`config.mk`:
```
export PLATFORM = sky130hd
export DESIGN_NAME = charged_hadron_multiplicity_cut_top_flat
export DESIGN_NICKNAME = d
export VERILOG_FILES = /design/src/design/chm_pkg.sv /design/src/design/chm_ifs.sv /design/src/design/chm_regs.sv /design/src/design/chm_mac.sv /design/src/design/chm_seq.sv /design/src/design/charged_hadron_multiplicity_cut_top.sv /design/src/flat_wrapper.sv
export SDC_FILE = /design/constraint.sdc
export NUM_CORES = 2
export LEC_CHECK = 0
export ABC_AREA = 1
export CAP_MARGIN = 5
export CORE_MARGIN = 5
export CORE_UTILIZATION = 45
export CTS_CLUSTER_DIAMETER = 150
export DETAILED_ROUTE_END_ITERATION = 12
export DONT_BUFFER_PORTS = 1
export SLEW_MARGIN = 20
export SYNTH_ARGS = -nofsm -noshare
export SYNTH_HDL_FRONTEND = slang
export SYNTH_SLANG_ARGS = --single-unit
```
`constraint.sdc`:
```
create_clock -name i_clk -period 17.94 [get_ports i_clk]
set_input_delay 4.485 -clock i_clk [delete_from_list [all_inputs] [get_ports i_clk]]
set_output_delay 4.485 -clock i_clk [all_outputs]
set_load 0.1 [all_outputs]
```
`src/design/chm_pkg.sv`:
```
// ---------------------------------------------------------------------------
// chm_pkg: shared types and constants of the charged hadron multiplicity cut
// Field widths, register indexes, the microcode of the shared multiplier
// and the control bundle between sequencer and datapath.
// ---------------------------------------------------------------------------
package chm_pkg;

    // Table size
    localparam int MAX_SLOTS       = 4;
    localparam int DEF_TABLE_SLOTS = 4;

    // Field widths
    localparam int COMP_W  = 24;
    localparam int CODE_W  = 32;
    localparam int NRG_W   = 24;
    localparam int COS_W   = 17;
    localparam int CNT_W   = 8;
    localparam int SLOT_W  = 56;

    // Configuration port
    localparam int CFG_DATA_W = 64;
    localparam int CFG_ADDR_W = 6;
    localparam int REG_IDX_W  = 3;
    localparam int REG_LSB    = 3;

    localparam logic [REG_IDX_W-1:0] REG_COS = 3'd4;
    localparam logic [REG_IDX_W-1:0] REG_MIN = 3'd5;
    localparam logic [REG_IDX_W-1:0] REG_MAX = 3'd6;

    localparam logic [COS_W-1:0] COS_ONE       = 17'h10000;
    localparam logic [CNT_W-1:0] CNT_SAT       = 8'hFF;
    localparam logic [CNT_W-1:0] MAX_COUNT_RST = 8'hFF;

    // Datapath widths
    localparam int CHUNK_W = 24;
    localparam int OPND_W  = 25;
    localparam int PROD_W  = 2 * OPND_W;
    localparam int ACC_W   = 128;
    localparam int DOT_W   = 49;
    localparam int SQ_W    = 48;
    localparam int C2_W    = 33;
    localparam int WIDE_W  = 96;

    // Microcode length
    localparam int NUM_STEPS = 26;
    localparam int STEP_W    = 5;
    localparam logic [STEP_W-1:0] LAST_STEP = STEP_W'(NUM_STEPS - 1);

    typedef struct packed {
        logic signed [CODE_W-1:0] code;
        logic [NRG_W-1:0]         thr;
    } t_slot;

    typedef struct packed {
        logic [COS_W-1:0] cos_limit;
        logic [CNT_W-1:0] min_count;
        logic [CNT_W-1:0] max_count;
    } t_cfg;

    typedef enum logic [4:0] {
        OP_ZERO, OP_PX, OP_PY, OP_PZ, OP_LX, OP_LY, OP_LZ, OP_C,
        OP_DL, OP_DH, OP_P0, OP_P1, OP_L0, OP_L1,
        OP_Q0, OP_Q1, OP_Q2, OP_Q3, OP_C20, OP_C21
    } t_opnd;

    typedef enum logic [2:0] {
        DST_NONE, DST_DOT, DST_PP, DST_LL, DST_C2, DST_Q, DST_LHS
    } t_dest;

    typedef struct packed {
        t_opnd      a;
        t_opnd      b;
        logic [2:0] shift;
        logic       clr;
        t_dest      dest;
    } t_uop;

    typedef struct packed {
        logic              load;
        logic              issue;
        logic [STEP_W-1:0] step;
    } t_dp_ctrl;

    typedef enum logic [2:0] {
        S_IDLE, S_CALC, S_DRAIN, S_CMP, S_DONE
    } t_state;

    function automatic t_uop mk_uop(input t_opnd a, input t_opnd b, input logic [2:0] shift,
                                    input logic clr, input t_dest dest);
        t_uop u;
        u.a     = a;
        u.b     = b;
        u.shift = shift;
        u.clr   = clr;
        u.dest  = dest;
        return u;
    endfunction

    // Microcode: squares, dot product, then the three wide products in 24-bit chunks
    function automatic t_uop uop_rom(input logic [STEP_W-1:0] step);
        t_uop u;
        case (step)
            5'd0:  u = mk_uop(OP_C,   OP_C,   3'd0, 1'b1, DST_C2);
            5'd1:  u = mk_uop(OP_PX,  OP_PX,  3'd0, 1'b1, DST_NONE);
            5'd2:  u = mk_uop(OP_PY,  OP_PY,  3'd0, 1'b0, DST_NONE);
            5'd3:  u = mk_uop(OP_PZ,  OP_PZ,  3'd0, 1'b0, DST_PP);
            5'd4:  u = mk_uop(OP_LX,  OP_LX,  3'd0, 1'b1, DST_NONE);
            5'd5:  u = mk_uop(OP_LY,  OP_LY,  3'd0, 1'b0, DST_NONE);
            5'd6:  u = mk_uop(OP_LZ,  OP_LZ,  3'd0, 1'b0, DST_LL);
            5'd7:  u = mk_uop(OP_PX,  OP_LX,  3'd0, 1'b1, DST_NONE);
            5'd8:  u = mk_uop(OP_PY,  OP_LY,  3'd0, 1'b0, DST_NONE);
            5'd9:  u = mk_uop(OP_PZ,  OP_LZ,  3'd0, 1'b0, DST_DOT);
            5'd10: u = mk_uop(OP_P0,  OP_L0,  3'd0, 1'b1, DST_NONE);
            5'd11: u = mk_uop(OP_P0,  OP_L1,  3'd1, 1'b0, DST_NONE);
            5'd12: u = mk_uop(OP_P1,  OP_L0,  3'd1, 1'b0, DST_NONE);
            5'd13: u = mk_uop(OP_P1,  OP_L1,  3'd2, 1'b0, DST_Q);
            5'd14: u = mk_uop(OP_DL,  OP_DL,  3'd0, 1'b1, DST_NONE);
            5'd15: u = mk_uop(OP_DL,  OP_DH,  3'd1, 1'b0, DST_NONE);
            5'd16: u = mk_uop(OP_DH,  OP_DL,  3'd1, 1'b0, DST_NONE);
            5'd17: u = mk_uop(OP_DH,  OP_DH,  3'd2, 1'b0, DST_LHS);
            5'd18: u = mk_uop(OP_Q0,  OP_C20, 3'd0, 1'b1, DST_NONE);
            5'd19: u = mk_uop(OP_Q0,  OP_C21, 3'd1, 1'b0, DST_NONE);
            5'd20: u = mk_uop(OP_Q1,  OP_C20, 3'd1, 1'b0, DST_NONE);
            5'd21: u = mk_uop(OP_Q1,  OP_C21, 3'd2, 1'b0, DST_NONE);
            5'd22: u = mk_uop(OP_Q2,  OP_C20, 3'd2, 1'b0, DST_NONE);
            5'd23: u = mk_uop(OP_Q2,  OP_C21, 3'd3, 1'b0, DST_NONE);
            5'd24: u = mk_uop(OP_Q3,  OP_C20, 3'd3, 1'b0, DST_NONE);
            5'd25: u = mk_uop(OP_Q3,  OP_C21, 3'd4, 1'b0, DST_NONE);
            default: u = mk_uop(OP_ZERO, OP_ZERO, 3'd0, 1'b0, DST_NONE);
        endcase
        return u;
    endfunction

endpackage

```
`src/design/chm_ifs.sv`:
```
// ---------------------------------------------------------------------------
// chm_ifs: request and report channels
// Valid/ready channels carrying one particle request and one event report.
// ---------------------------------------------------------------------------
interface chm_in_if;
    import chm_pkg::*;

    logic                     valid;
    logic                     ready;
    logic                     has_particle;
    logic                     last_in_event;
    logic signed [CODE_W-1:0] particle_code;
    logic [NRG_W-1:0]         total_energy;
    logic [NRG_W-1:0]         rest_mass;
    logic signed [COMP_W-1:0] mom_x;
    logic signed [COMP_W-1:0] mom_y;
    logic signed [COMP_W-1:0] mom_z;
    logic signed [COMP_W-1:0] lepton_x;
    logic signed [COMP_W-1:0] lepton_y;
    logic signed [COMP_W-1:0] lepton_z;

    modport source (
        output valid, has_particle, last_in_event, particle_code, total_energy, rest_mass,
               mom_x, mom_y, mom_z, lepton_x, lepton_y, lepton_z,
        input  ready
    );
    modport sink (
        input  valid, has_particle, last_in_event, particle_code, total_energy, rest_mass,
               mom_x, mom_y, mom_z, lepton_x, lepton_y, lepton_z,
        output ready
    );
endinterface

interface chm_out_if;
    import chm_pkg::*;

    logic             valid;
    logic             ready;
    logic             passes;
    logic [CNT_W-1:0] multiplicity;

    modport source (output valid, passes, multiplicity, input ready);
    modport sink (input valid, passes, multiplicity, output ready);
endinterface

```
`src/design/chm_regs.sv`:
```
// ---------------------------------------------------------------------------
// chm_regs: configuration register file
// APB-style slave holding the threshold table, cosine limit and count window.
// ---------------------------------------------------------------------------
module chm_regs #(
    parameter int TABLE_SLOTS = chm_pkg::DEF_TABLE_SLOTS
) (
    input  logic                            i_clk,
    input  logic                            i_rst_n,
    input  logic                            psel,
    input  logic                            penable,
    input  logic                            pwrite,
    input  logic [chm_pkg::CFG_ADDR_W-1:0]  paddr,
    input  logic [chm_pkg::CFG_DATA_W-1:0]  pwdata,
    output logic [chm_pkg::CFG_DATA_W-1:0]  prdata,
    output logic                            pready,
    output chm_pkg::t_slot                  o_slots [TABLE_SLOTS],
    output chm_pkg::t_cfg                   o_cfg
);
    import chm_pkg::*;

    logic [SLOT_W-1:0]    r_slot [TABLE_SLOTS];
    logic [COS_W-1:0]     r_cos;
    logic [CNT_W-1:0]     r_min;
    logic [CNT_W-1:0]     r_max;
    logic                 w_wr;
    logic [REG_IDX_W-1:0] w_idx;

    assign pready = 1'b1;
    assign w_wr   = psel & penable & pwrite;
    assign w_idx  = paddr[CFG_ADDR_W-1:REG_LSB];

    // Write the addressed register
    always_ff @(posedge i_clk) begin
        if (!i_rst_n) begin
            for (int i = 0; i < TABLE_SLOTS; i++) begin
                r_slot[i] <= '0;
            end
            r_cos <= '0;
            r_min <= '0;
            r_max <= MAX_COUNT_RST;
        end else if (w_wr) begin
            case (w_idx)
                REG_COS: r_cos <= pwdata[COS_W-1:0];
                REG_MIN: r_min <= pwdata[CNT_W-1:0];
                REG_MAX: r_max <= pwdata[CNT_W-1:0];
                default: begin
                    for (int i = 0; i < TABLE_SLOTS; i++) begin
                        if (w_idx == REG_IDX_W'(i)) begin
                            r_slot[i] <= pwdata[SLOT_W-1:0];
                        end
                    end
                end
            endcase
        end
    end

    // Read back
    always_comb begin
        prdata = '0;
        case (w_idx)
            REG_COS: prdata = CFG_DATA_W'(r_cos);
            REG_MIN: prdata = CFG_DATA_W'(r_min);
            REG_MAX: prdata = CFG_DATA_W'(r_max);
            default: begin
                for (int i = 0; i < TABLE_SLOTS; i++) begin
                    if (w_idx == REG_IDX_W'(i)) begin
                        prdata = CFG_DATA_W'(r_slot[i]);
                    end
                end
            end
        endcase
    end

    // Unpack slots: code above, threshold below
    always_comb begin
        for (int i = 0; i < TABLE_SLOTS; i++) begin
            o_slots[i].code = r_slot[i][SLOT_W-1:NRG_W];
            o_slots[i].thr  = r_slot[i][NRG_W-1:0];
        end
    end

    assign o_cfg.cos_limit = r_cos;
    assign o_cfg.min_count = r_min;
    assign o_cfg.max_count = r_max;

endmodule

```
`src/design/chm_mac.sv`:
```
// ---------------------------------------------------------------------------
// chm_mac: shared multiply-accumulate datapath
// One 25x25 signed multiplier and a 128-bit accumulator run the microcode
// that forms dot^2 and c^2 * |p|^2 * |mu|^2 for the angle test.
// ---------------------------------------------------------------------------
module chm_mac (
    input  logic                             i_clk,
    input  logic                             i_rst_n,
    input  chm_pkg::t_dp_ctrl                i_ctrl,
    input  logic signed [chm_pkg::COMP_W-1:0] i_mom_x,
    input  logic signed [chm_pkg::COMP_W-1:0] i_mom_y,
    input  logic signed [chm_pkg::COMP_W-1:0] i_mom_z,
    input  logic signed [chm_pkg::COMP_W-1:0] i_lepton_x,
    input  logic signed [chm_pkg::COMP_W-1:0] i_lepton_y,
    input  logic signed [chm_pkg::COMP_W-1:0] i_lepton_z,
    input  logic [chm_pkg::COS_W-1:0]        i_cos_limit,
    output logic                             o_angle_ok
);
    import chm_pkg::*;

    // Captured vectors
    logic signed [COMP_W-1:0] r_px, r_py, r_pz, r_lx, r_ly, r_lz;

    // Pipeline between multiplier and accumulator
    logic                     r_pvalid;
    t_uop                     r_puop;
    logic signed [PROD_W-1:0] r_prod;

    // Accumulator and stored partial results
    logic [ACC_W-1:0]  r_acc;
    logic [DOT_W-1:0]  r_dot;
    logic [SQ_W-1:0]   r_pp;
    logic [SQ_W-1:0]   r_ll;
    logic [C2_W-1:0]   r_c2;
    logic [WIDE_W-1:0] r_q;
    logic [WIDE_W-1:0] r_lhs;

    logic [ACC_W-1:0]         n_acc;
    t_uop                     w_uop;
    logic [COS_W-1:0]         w_cos;
    logic signed [OPND_W-1:0] w_opa, w_opb;
    logic signed [PROD_W-1:0] w_prod;
    logic [ACC_W-1:0]         w_prod_ext;
    logic [ACC_W-1:0]         w_addend;

    // Limits above one act as one
    assign w_cos = (i_cos_limit > COS_ONE) ? COS_ONE : i_cos_limit;
    assign w_uop = uop_rom(i_ctrl.step);

    function automatic logic signed [OPND_W-1:0] pick(input t_opnd sel);
        logic signed [OPND_W-1:0] v;
        case (sel)
            OP_PX:   v = {r_px[COMP_W-1], r_px};
            OP_PY:   v = {r_py[COMP_W-1], r_py};
            OP_PZ:   v = {r_pz[COMP_W-1], r_pz};
            OP_LX:   v = {r_lx[COMP_W-1], r_lx};
            OP_LY:   v = {r_ly[COMP_W-1], r_ly};
            OP_LZ:   v = {r_lz[COMP_W-1], r_lz};
            OP_C:    v = {{(OPND_W-COS_W){1'b0}}, w_cos};
            OP_DL:   v = {1'b0, r_dot[CHUNK_W-1:0]};
            OP_DH:   v = r_dot[DOT_W-1:CHUNK_W];
            OP_P0:   v = {1'b0, r_pp[CHUNK_W-1:0]};
            OP_P1:   v = {1'b0, r_pp[2*CHUNK_W-1:CHUNK_W]};
            OP_L0:   v = {1'b0, r_ll[CHUNK_W-1:0]};
            OP_L1:   v = {1'b0, r_ll[2*CHUNK_W-1:CHUNK_W]};
            OP_Q0:   v = {1'b0, r_q[CHUNK_W-1:0]};
            OP_Q1:   v = {1'b0, r_q[2*CHUNK_W-1:CHUNK_W]};
            OP_Q2:   v = {1'b0, r_q[3*CHUNK_W-1:2*CHUNK_W]};
            OP_Q3:   v = {1'b0, r_q[4*CHUNK_W-1:3*CHUNK_W]};
            OP_C20:  v = {1'b0, r_c2[CHUNK_W-1:0]};
            OP_C21:  v = {{(OPND_W-C2_W+CHUNK_W){1'b0}}, r_c2[C2_W-1:CHUNK_W]};
            default: v = '0;
        endcase
        return v;
    endfunction

    // Select operands and multiply
    always_comb begin
        w_opa  = pick(w_uop.a);
        w_opb  = pick(w_uop.b);
        w_prod = w_opa * w_opb;
    end

    // Align the registered product by whole chunks and accumulate
    assign w_prod_ext = {{(ACC_W-PROD_W){r_prod[PROD_W-1]}}, r_prod};

    always_comb begin
        case (r_puop.shift)
            3'd0:    w_addend = w_prod_ext;
            3'd1:    w_addend = w_prod_ext << CHUNK_W;
            3'd2:    w_addend = w_prod_ext << (2 * CHUNK_W);
            3'd3:    w_addend = w_prod_ext << (3 * CHUNK_W);
            3'd4:    w_addend = w_prod_ext << (4 * CHUNK_W);
            default: w_addend = '0;
        endcase
        n_acc = (r_puop.clr ? '0 : r_acc) + w_addend;
    end

    // Hold the issue flag of the product stage
    always_ff @(posedge i_clk) begin
        if (!i_rst_n) begin
            r_pvalid <= 1'b0;
        end else begin
            r_pvalid <= i_ctrl.issue;
        end
    end

    // Capture vectors, register products, store finished sums
    always_ff @(posedge i_clk) begin
        if (i_ctrl.load) begin
            r_px <= i_mom_x;
            r_py <= i_mom_y;
            r_pz <= i_mom_z;
            r_lx <= i_lepton_x;
            r_ly <= i_lepton_y;
            r_lz <= i_lepton_z;
        end
        r_puop <= w_uop;
        r_prod <= w_prod;
        if (r_pvalid) begin
            r_acc <= n_acc;
            case (r_puop.dest)
                DST_DOT: r_dot <= n_acc[DOT_W-1:0];
                DST_PP:  r_pp  <= n_acc[SQ_W-1:0];
                DST_LL:  r_ll  <= n_acc[SQ_W-1:0];
                DST_C2:  r_c2  <= n_acc[C2_W-1:0];
                DST_Q:   r_q   <= n_acc[WIDE_W-1:0];
                DST_LHS: r_lhs <= n_acc[WIDE_W-1:0];
                default: ;
            endcase
        end
    end

    // dot^2 * 2^32 > rhs reduces to a compare on the upper 96 bits
    assign o_angle_ok = r_lhs > r_acc[ACC_W-1:ACC_W-WIDE_W];

endmodule

```
`src/design/chm_seq.sv`:
```
// ---------------------------------------------------------------------------
// chm_seq: request sequencer and event counter
// Matches the particle against the table, steps the multiplier microcode,
// keeps the saturating count and issues the event report.
// ---------------------------------------------------------------------------
module chm_seq #(
    parameter int TABLE_SLOTS = chm_pkg::DEF_TABLE_SLOTS
) (
    input  logic                              i_clk,
    input  logic                              i_rst_n,
    input  chm_pkg::t_slot                    i_slots [TABLE_SLOTS],
    input  chm_pkg::t_cfg                     i_cfg,
    input  logic                              i_valid,
    output logic                              o_ready,
    input  logic                              i_has_particle,
    input  logic                              i_last_in_event,
    input  logic signed [chm_pkg::CODE_W-1:0] i_particle_code,
    input  logic [chm_pkg::NRG_W-1:0]         i_total_energy,
    input  logic [chm_pkg::NRG_W-1:0]         i_rest_mass,
    input  logic                              i_angle_ok,
    output chm_pkg::t_dp_ctrl                 o_dp,
    output logic                              o_valid,
    input  logic                              i_ready,
    output logic                              o_passes,
    output logic [chm_pkg::CNT_W-1:0]         o_multiplicity
);
    import chm_pkg::*;

    t_state            r_state, n_state;
    logic [STEP_W-1:0] r_step;
    logic              r_hit;
    logic              r_last;
    logic [CNT_W-1:0]  r_count;
    logic              r_out_valid;
    logic              r_passes;
    logic [CNT_W-1:0]  r_mult;

    logic              w_accept;
    logic              w_match;
    logic [NRG_W-1:0]  w_thr;
    logic              w_kin_ok;
    logic              w_cand;
    logic              w_out_free;
    logic              w_leave;
    logic [CNT_W-1:0]  w_new_count;
    logic              w_pass;

    // Lowest-numbered matching slot supplies the threshold
    always_comb begin
        w_match = 1'b0;
        w_thr   = '0;
        for (int i = TABLE_SLOTS - 1; i >= 0; i--) begin
            if (i_slots[i].code == i_particle_code) begin
                w_match = 1'b1;
                w_thr   = i_slots[i].thr;
            end
        end
        w_kin_ok = {1'b0, i_total_energy} > ({1'b0, i_rest_mass} + {1'b0, w_thr});
        w_cand   = i_has_particle && (i_particle_code != '0) && w_match && w_kin_ok;
    end

    assign w_accept    = i_valid & o_ready;
    assign w_out_free  = !r_out_valid || i_ready;
    assign w_leave     = (r_state == S_DONE) && (!r_last || w_out_free);
    assign w_new_count = r_count + CNT_W'(r_hit && (r_count != CNT_SAT));
    assign w_pass      = (w_new_count >= i_cfg.min_count) && (w_new_count <= i_cfg.max_count);

    // Next state
    always_comb begin
        n_state = r_state;
        case (r_state)
            S_IDLE:  if (w_accept) n_state = w_cand ? S_CALC : S_DONE;
            S_CALC:  if (r_step == LAST_STEP) n_state = S_DRAIN;
            S_DRAIN: n_state = S_CMP;
            S_CMP:   n_state = S_DONE;
            S_DONE:  if (w_leave) n_state = S_IDLE;
            default: n_state = S_IDLE;
        endcase
    end

    // State outputs
    always_comb begin
        o_ready      = 1'b0;
        o_dp.load    = 1'b0;
        o_dp.issue   = 1'b0;
        o_dp.step    = r_step;
        case (r_state)
            S_IDLE: begin
                o_ready   = 1'b1;
                o_dp.load = i_valid;
            end
            S_CALC:  o_dp.issue = 1'b1;
            default: ;
        endcase
    end

    // Advance the sequencer, keep the count, load the report
    always_ff @(posedge i_clk) begin
        if (!i_rst_n) begin
            r_state     <= S_IDLE;
            r_step      <= '0;
            r_hit       <= 1'b0;
            r_last      <= 1'b0;
            r_count     <= '0;
            r_out_valid <= 1'b0;
        end else begin
            r_state <= n_state;
            if (r_state == S_CALC) begin
                r_step <= r_step + STEP_W'(1);
            end else begin
                r_step <= '0;
            end
            if (w_accept) begin
                r_hit  <= 1'b0;
                r_last <= i_last_in_event;
            end
            if (r_state == S_CMP) begin
                r_hit <= i_angle_ok;
            end
            if (w_leave && r_last) begin
                r_out_valid <= 1'b1;
            end else if (r_out_valid && i_ready) begin
                r_out_valid <= 1'b0;
            end
            if (w_leave) begin
                if (r_last) begin
                    r_count <= '0;
                end else begin
                    r_count <= w_new_count;
                end
            end
        end
    end

    // Report payload
    always_ff @(posedge i_clk) begin
        if (w_leave && r_last) begin
            r_passes <= w_pass;
            r_mult   <= w_new_count;
        end
    end

    assign o_valid        = r_out_valid;
    assign o_passes       = r_passes;
    assign o_multiplicity = r_mult;

endmodule

```
`src/design/charged_hadron_multiplicity_cut_top.sv`:
```
// ---------------------------------------------------------------------------
// charged_hadron_multiplicity_cut_top: per-event charged hadron count cut
// Counts particles that pass the table, kinetic energy and angle tests and
// reports the count window decision on the last request of each event.
// ---------------------------------------------------------------------------
// Usage:
//   i_in carries one particle request with the event's muon momentum;
//   o_out carries one report (passes, multiplicity) per event, sent after
//   the request flagged last_in_event. Registers are written over the
//   APB-style port while no request is in flight.
// Sequence:
//   A request without a particle, with no matching slot or failing the
//   kinetic test goes from acceptance through the finishing state to idle.
//   A request that reaches the angle test runs 26 microcode steps on the
//   single shared 25x25 multiplier, then an accumulate drain, a compare,
//   the finishing state and the return to idle, where the next request
//   is taken. The report is presented in the cycle the block becomes
//   ready again.
// Reset clears the count, the sequencer and the report valid; the table,
//   cosine limit and minimum reset to zero and the maximum to 255.
// A stalled report is held; the finishing request of the next event waits
//   until the report register is free.
// ---------------------------------------------------------------------------
module charged_hadron_multiplicity_cut_top #(
    parameter int TABLE_SLOTS = chm_pkg::DEF_TABLE_SLOTS
) (
    input  logic                           i_clk,
    input  logic                           i_rst_n,
    chm_in_if.sink                         i_in,
    chm_out_if.source                      o_out,
    input  logic                           psel,
    input  logic                           penable,
    input  logic                           pwrite,
    input  logic [chm_pkg::CFG_ADDR_W-1:0] paddr,
    input  logic [chm_pkg::CFG_DATA_W-1:0] pwdata,
    output logic [chm_pkg::CFG_DATA_W-1:0] prdata,
    output logic                           pready
);
    import chm_pkg::*;

    t_slot    w_slots [TABLE_SLOTS];
    t_cfg     w_cfg;
    t_dp_ctrl w_dp;
    logic     w_angle_ok;

    // Configuration registers
    chm_regs #(
        .TABLE_SLOTS (TABLE_SLOTS)
    ) u_regs (
        .i_clk   (i_clk),
        .i_rst_n (i_rst_n),
        .psel    (psel),
        .penable (penable),
        .pwrite  (pwrite),
        .paddr   (paddr),
        .pwdata  (pwdata),
        .prdata  (prdata),
        .pready  (pready),
        .o_slots (w_slots),
        .o_cfg   (w_cfg)
    );

    // Sequencer and counter
    chm_seq #(
        .TABLE_SLOTS (TABLE_SLOTS)
    ) u_seq (
        .i_clk           (i_clk),
        .i_rst_n         (i_rst_n),
        .i_slots         (w_slots),
        .i_cfg           (w_cfg),
        .i_valid         (i_in.valid),
        .o_ready         (i_in.ready),
        .i_has_particle  (i_in.has_particle),
        .i_last_in_event (i_in.last_in_event),
        .i_particle_code (i_in.particle_code),
        .i_total_energy  (i_in.total_energy),
        .i_rest_mass     (i_in.rest_mass),
        .i_angle_ok      (w_angle_ok),
        .o_dp            (w_dp),
        .o_valid         (o_out.valid),
        .i_ready         (o_out.ready),
        .o_passes        (o_out.passes),
        .o_multiplicity  (o_out.multiplicity)
    );

    // Shared multiplier datapath
    chm_mac u_mac (
        .i_clk       (i_clk),
        .i_rst_n     (i_rst_n),
        .i_ctrl      (w_dp),
        .i_mom_x     (i_in.mom_x),
        .i_mom_y     (i_in.mom_y),
        .i_mom_z     (i_in.mom_z),
        .i_lepton_x  (i_in.lepton_x),
        .i_lepton_y  (i_in.lepton_y),
        .i_lepton_z  (i_in.lepton_z),
        .i_cos_limit (w_cfg.cos_limit),
        .o_angle_ok  (w_angle_ok)
    );

endmodule
```
`src/flat_wrapper.sv`:
```
// flat-port wrapper written by rule: the top's interface ports become plain ports
module charged_hadron_multiplicity_cut_top_flat import chm_pkg::*;
#(
    parameter int TABLE_SLOTS = chm_pkg::DEF_TABLE_SLOTS
)
  (i_clk, i_rst_n, psel, penable, pwrite, paddr, pwdata, prdata, pready, i_in_valid, i_in_has_particle, i_in_last_in_event, i_in_particle_code, i_in_total_energy, i_in_rest_mass, i_in_mom_x, i_in_mom_y, i_in_mom_z, i_in_lepton_x, i_in_lepton_y, i_in_lepton_z, i_in_ready, o_out_valid, o_out_passes, o_out_multiplicity, o_out_ready);
  chm_in_if i_in_i ();
  chm_out_if o_out_i ();
  input  logic i_clk;
  input  logic i_rst_n;
  input  logic psel;
  input  logic penable;
  input  logic pwrite;
  input  logic [chm_pkg::CFG_ADDR_W-1:0] paddr;
  input  logic [chm_pkg::CFG_DATA_W-1:0] pwdata;
  output logic [chm_pkg::CFG_DATA_W-1:0] prdata;
  output logic pready;
  input wire logic [$bits(i_in_i.valid)-1:0] i_in_valid;
  input wire logic [$bits(i_in_i.has_particle)-1:0] i_in_has_particle;
  input wire logic [$bits(i_in_i.last_in_event)-1:0] i_in_last_in_event;
  input wire logic [$bits(i_in_i.particle_code)-1:0] i_in_particle_code;
  input wire logic [$bits(i_in_i.total_energy)-1:0] i_in_total_energy;
  input wire logic [$bits(i_in_i.rest_mass)-1:0] i_in_rest_mass;
  input wire logic [$bits(i_in_i.mom_x)-1:0] i_in_mom_x;
  input wire logic [$bits(i_in_i.mom_y)-1:0] i_in_mom_y;
  input wire logic [$bits(i_in_i.mom_z)-1:0] i_in_mom_z;
  input wire logic [$bits(i_in_i.lepton_x)-1:0] i_in_lepton_x;
  input wire logic [$bits(i_in_i.lepton_y)-1:0] i_in_lepton_y;
  input wire logic [$bits(i_in_i.lepton_z)-1:0] i_in_lepton_z;
  output wire logic [$bits(i_in_i.ready)-1:0] i_in_ready;
  output wire logic [$bits(o_out_i.valid)-1:0] o_out_valid;
  output wire logic [$bits(o_out_i.passes)-1:0] o_out_passes;
  output wire logic [$bits(o_out_i.multiplicity)-1:0] o_out_multiplicity;
  input wire logic [$bits(o_out_i.ready)-1:0] o_out_ready;
  assign i_in_i.valid = i_in_valid;
  assign i_in_i.has_particle = i_in_has_particle;
  assign i_in_i.last_in_event = i_in_last_in_event;
  assign i_in_i.particle_code = i_in_particle_code;
  assign i_in_i.total_energy = i_in_total_energy;
  assign i_in_i.rest_mass = i_in_rest_mass;
  assign i_in_i.mom_x = i_in_mom_x;
  assign i_in_i.mom_y = i_in_mom_y;
  assign i_in_i.mom_z = i_in_mom_z;
  assign i_in_i.lepton_x = i_in_lepton_x;
  assign i_in_i.lepton_y = i_in_lepton_y;
  assign i_in_i.lepton_z = i_in_lepton_z;
  assign i_in_ready = i_in_i.ready;
  assign o_out_valid = o_out_i.valid;
  assign o_out_passes = o_out_i.passes;
  assign o_out_multiplicity = o_out_i.multiplicity;
  assign o_out_i.ready = o_out_ready;
  charged_hadron_multiplicity_cut_top #(.TABLE_SLOTS(TABLE_SLOTS)) u_core (.i_clk(i_clk), .i_rst_n(i_rst_n), .i_in(i_in_i), .o_out(o_out_i), .psel(psel), .penable(penable), .pwrite(pwrite), .paddr(paddr), .pwdata(pwdata), .prdata(prdata), .pready(pready));
endmodule
```
* Word-level counts from Yosys, hierarchy flattened
Memory sizes are Yosys's and may differ from the RTL's. A register that Yosys moved wholly into a read port is not among the register bits.
Index checks and enable logic that the tools add are counted.
** Cells by class
- Muxes and demuxes :: 57
- Equality and inequality tests :: 67
- Multiply operators :: 1
- Reduce and logical (&&, ||, !) cells :: 30
- Add/sub/neg operators :: 4
- Order comparisons :: 5
- Bitwise logic cells :: 7
** Operator list (count)
- case mux 25 bit (19 select lines) :: 2
- case mux 128 bit (5 select lines) :: 1
- two-way mux 56 bit :: 5
- two-way mux 64 bit :: 3
- case mux 64 bit (3 select lines) :: 1
- adder 128 bit :: 1
- equality test 32 bit :: 4
- two-way mux 128 bit :: 1
- greater-than comparator 96 bit :: 1
- two-way mux 24 bit :: 4
- equality test 5 x 4 -> 1 bit, second input constant :: 16
- multiplier 25 x 25 -> 50 bit :: 1
- equality test 5 bit, second input constant :: 9
- equality test 5 x 3 -> 1 bit, second input constant :: 8
- two-way mux 1 bit :: 32
- nonzero test 32 bit :: 1
- adder 24 x 24 -> 25 bit :: 1
- greater-than comparator 24 x 25 -> 1 bit :: 1
- equality test 3 x 2 -> 1 bit, second input constant :: 8
- equality test 3 bit, second input constant :: 8
- equality test 5 x 2 -> 1 bit, second input constant :: 4
- AND reduction 2 bit :: 10
- greater-than comparator 17 bit, second input constant :: 1
- two-way mux 17 bit :: 1
- 21 further kinds :: 47
** Storage, ports and cells
- Bits in writable memories :: 224
- Register bits after elaboration :: 761
- Output and inout port bits :: 76
- Input bits :: 303
- Word-level logic and storage cells :: 202
- Memories kept :: 2
- Bits in read-only memories :: 544
** Memories
- (name not given) :: depth 32, width 17, rd ports 1, clocked after memory_dff 1, wr ports 0, RTL line chm_pkg.sv:102 : case (step)
- u_core.u_regs.r_slot :: depth 4, width 56, rd ports 4, clocked after memory_dff 0, wr ports 4, RTL line chm_regs.sv:22 : logic [SLOT_W-1:0] r_slot [TABLE_SLOTS];

* Depth between registers and ports, before layout
An unclocked memory read counts as a cell.
- Depth in word-level cells :: 12
- Gate-level depth with buffers :: 41
- Mapped depth without buffers :: 39

* Hierarchy
Synthesis repeated with hierarchy kept, for this count alone.
** Second synthesis, totals
- Cell total of the unflattened synthesis :: 11653
- Area total of the unflattened synthesis :: 89251.8 µm²
** By module, submodules not included
- chm_mac :: area an instance 71144.5 µm², instances 1, cells each 9378
- chm_regs :: area an instance 11791.3 µm², instances 1, cells each 1221
- chm_seq :: area an instance 6316.1 µm², instances 1, cells each 1054

* Least setup slack after synthesis
Ideal clock, no wire load.
- Path type :: in2out
- Start point :: input paddr[4] (netlist bit)
- End point :: output prdata[29] (netlist bit)
- Data arrival time :: 6981 ps
- Path buffers :: 2
- Path slack :: 6474 ps
- Required time :: 13455 ps
- Stages :: 8
- Path through :: inv_1 > nor2_1 > inv_1 > nor2_1 > clkbuf_1 > clkbuf_1 > a21oi_1 > a22oi_1
** On the way
- Cells in the longest elaborated chain, start to end :: 6
- Elaborated cells between the ends (all ways) :: 12
- Those cells by class :: eq/ne: 6; mux: 5; reduce/logical: 1
** RTL lines
- start, declared :: RTL line flat_wrapper.sv:14 : input logic [chm_pkg::CFG_ADDR_W-1:0] paddr;
- logical NOT 3 bit :: RTL line chm_regs.sv:67 : if (w_idx == REG_IDX_W'(i)) begin
- two-way mux 56 bit :: RTL line chm_regs.sv:67
- two-way mux 64 bit (3 in series) :: RTL line chm_regs.sv:67
- case mux 64 bit (3 select lines) * :: RTL line chm_regs.sv:61 : case (w_idx)
- end, declared :: RTL line flat_wrapper.sv:16 : output logic [chm_pkg::CFG_DATA_W-1:0] prdata;
Every way passes the cells marked *; elsewhere a longest branch is shown, timed or not.

* Final worst setup path
- Start point :: input paddr[4] (netlist bit)
- End point :: output prdata[53] (netlist bit)
The elaborated chain is that of the path after synthesis.

==> impl_metrics.csv <==
group,metric,value,unit
outcome,status,"finished clean",
die,io-pin-count,379,
logic_synthesis,synth_edf_count,875,
placement,portBuffers,0,
placement,place_area,85300,µm²
power_and_ir_drop,power_density,61.2,nW/µm²
worst_setup_path,end_kind,"output pin",
logic_synthesis,synth.most_common_cell,"inv_1",
logic_synthesis,synthArstFlopShare,0,%
die,start_util,45.2,%
global_routing,antenna_found_initial,44,
logic_synthesis,synth_xor_area_share,3.08,%
logic_synthesis,syn_inst,9396,
worst_setup_path,worstSetupPathType,"in2out",
logic_synthesis,ys_types,67,
global_routing,overflow,0,
worst_setup_path,cp_max_fo,32,
logic_synthesis,synth_compound_area_share,12.6,%
logic_synthesis,syn_avg_cell_area,8.70,µm²
clock_tree,cts_root_buf,"clkbuf_16",
logic_synthesis,ys_ff_latch,1002,
route,drt-vias-per-instance,5.97,
clock_tree,clock_latency,0.79,ns
route,wire_per_inst,31.2,µm
worst_setup_path,cp-start-kind,"primary input",
logic_synthesis,syn-cell-area,81800,µm²
route,drc,0,
sta,layout_min_cycle_time,11.64,ns
die,die_area,190000,µm²
route,wl_met2,165000,µm
run,max-cap-violations,0,
logic_synthesis,muxShareOfSynthArea,0,%
placement,gp_congestion,1.03,
finish,fin_area,89500,µm²
sta,fin_setup_tns,0,ns
sta,grt_setup_unrepaired,"false",
clock_tree,tritoncts,"done",
finish,nets,10800,
sta,finClkSkew,0.0909,ns
die,core,181000,µm²
clock_tree,cts.sinks,1002,
die,fp.dieH,436,µm
worst_setup_path,r2r_setup_slack,7.47,ns
sta,maxSlewViolCount,0,
finish,syn2layout_area_growth,9.43,%
die,num_rows,156,
logic_synthesis,synth_top_area_cell,"edfxtp_1",
worst_setup_path,cp.arrival,7.15,ns
sta,fmax,85.9,MHz
route,ant_nets,0,
sta,hold_violations,0,
clock_tree,path_clk_slew,0.06,ns
power_and_ir_drop,p_leak,39.1,nW
worst_setup_path,cp_data_required_time,13.45,ns
logic_synthesis,ys.flop_type,"edfxtp_1",
logic_synthesis,synth_top_area_share,32.1,%
sta,tightest_slew,1.31,ns
route,via_count,70900,
route,met1_length,137000,µm
route,dr.first_iter.drc_count,8024,
logic_synthesis,synth_top_family_by_area,"adder cells",
sta,setup_viol,0,
clock_tree,cts_hold_buffers,0,
global_routing,grt_first_pass_wirelength,516000,µm
route,dr.pass1.iters,8,
global_routing,grt_use_total,37.9,%
clock_tree,cts_setup_buffers,0,
logic_synthesis,synth_top_cells_by_count,"1774 x inv_1, 1414 x nand2_1, 1297 x nor2_1, 875 x edfxtp_1, 660 x fa_1",
sta,relSlewSlack,12.3,%
global_routing,grt_pass1_vias,70600,
clock_tree,htreeDepth,3,
power_and_ir_drop,ir_drop,0.0849,mV
logic_synthesis,synthAdderAreaFrac,22.9,%
route,top_layer_used,"met5",
logic_synthesis,yosys.area_share.simple,15.9,%
clock_tree,cts_resized,0,
worst_hold_path,min_path_type,"reg2reg",
logic_synthesis,ys_seq_area_share,35.2,%
route,drt_wl_total,370000,µm
clock_tree,cts_buffer_depth,3,
placement,dp_hpwl,290000,µm
die,dieWidth,436,µm
clock_tree,cts_buffers,112,
finish,final_layout_size_suffix_gt1_share,6.02,%
route,dr_wl_met3,36300,µm
logic_synthesis,ys_warn_count,0,
global_routing,grt_max_degree,85,
sta,finalCritPeriodShare,64.9,%
logic_synthesis,synth_area_leaders,"edfxtp_1 32%, fa_1 16%, inv_1 8.1%",
sequential cells by signal (all words and copies together), names as in the netlist, 33 cells and up:
name	cells
u_core.u_regs.r_slot	224
u_core.u_mac.r_acc	128
u_core.u_mac.r_c2	33
u_core.u_mac.r_q	96
u_core.u_mac.r_prod	50
u_core.u_mac.r_pp	48
u_core.u_mac.r_lhs	96
u_core.u_mac.r_dot	49
u_core.u_mac.r_ll	48
critical path, cell delays in order:
cell,delay (ns)
inv_1,0.03
nor2_1,0.08
inv_1,0.08
nor2_4,0.67
buf_4,0.57
a21oi_1,0.14
a22oi_2,1.07
per-layer routing:
| metal | global-route usage, % | vias up |
|---|---|---|
| met5 | 0 | - |
| met4 | 25.9 | 18 |
| met3 | 8.80 | 1137 |
| met2 | 59.8 | 4085 |
| met1 | 46.3 | 34900 |
| li1 | - | 30700 |
layout make-up:
| type | instances | area, µm² |
|---|---|---|
| Multi-Input combinational cell | 6262 | 45200 |
| Fill cell | 17500 | 91300 |
| Clock inverter | 73 | 1000 |
| Sequential cell | 1002 | 28800 |
| Tap cell | 2370 | 2970 |
| Clock buffer | 139 | 3050 |
| Timing Repair Buffer | 156 | 1470 |
| Inverter | 1836 | 6900 |
| Antenna cell | 27 | 67.6 |
cells in the final DEF, fill, tap and decap left out, types with 18 or more instances in the layout:
cell          n
a221oi_1    132
o21bai_1     29
clkinv_2     18
fa_1        660
inv_2        60
nor3_1       71
nor2_1     1286
o21ai_1      18
a22oi_1      43
edfxtp_1    875
a211oi_1     31
o221ai_1     38
o22ai_1     146
nand3_1     211
o211ai_1     69
nor4_1       33
a21o_1       18
diode_2      27
ha_1        443
o21ai_0     403
xor2_1      159
inv_1      1771
nand2_1    1414
xnor2_1     118
a31oi_1      28
dfxtp_1     125
bufinv_16    18
buf_4       141
o2111ai_1    40
a21oi_1     548
o21a_1       22
nand4_1      52
clkbuf_16   115
where the power goes:
| part | switching, mW | internal, mW | total (mW) |
|---|---|---|---|
| clock network | 1.05 | 1.48 | 2.53 |
| registers | 0.0473 | 2.57 | 2.62 |
| logic | 0.246 | 0.0785 | 0.324 |
worst paths after layout:
kind,to,depth (start not counted),startpoint
setup reg to reg,u_core.u_mac.r_prod[30],34,u_core.u_mac.w_uop[12]
setup / recovery,prdata[53],7,paddr[4]
hold reg to reg,u_core.u_mac.r_puop[2],0,u_core.u_mac.w_uop[2]
hold / removal,u_core.u_mac.r_puop[2],0,u_core.u_mac.w_uop[2]
metrics by stage:
| stage | hold WS (ns) | instances | setup WS, ns | power (mW) | utilization [%] |
|---|---|---|---|---|---|
| finish | 0.328 | 11900 | 6.30 | 5.47 | 49.5 |
| detailed placement | 0.312 | 11600 | 6.37 | 2.99 | 47.2 |
| floorplan | 0.310 | 9403 | 6.47 | 2.88 | - |
| global route | 0.341 | 11800 | 6.28 | 5.60 | 49.5 |
| CTS | 0.331 | 11800 | 6.36 | 5.48 | 49.5 |
| global placement | 0.315 | 11600 | 6.36 | 2.98 | 47.1 |
cells by family (layout without fill, tap and decap cells):
| family | count (synthesis) | count (layout) |
|---|---|---|
| AOI/OAI and AO/OA | 1679 | 1679 |
| xor gates and xnor gates | 288 | 288 |
| adders and majority gates | 1103 | 1103 |
| buffers and inverters | 2139 | 2204 |
| DFF | 1002 | 1002 |
| other | 2 | 36 |
| and+or+nand+nor | 3183 | 3183 |
(Power assumes the default switching activity.)
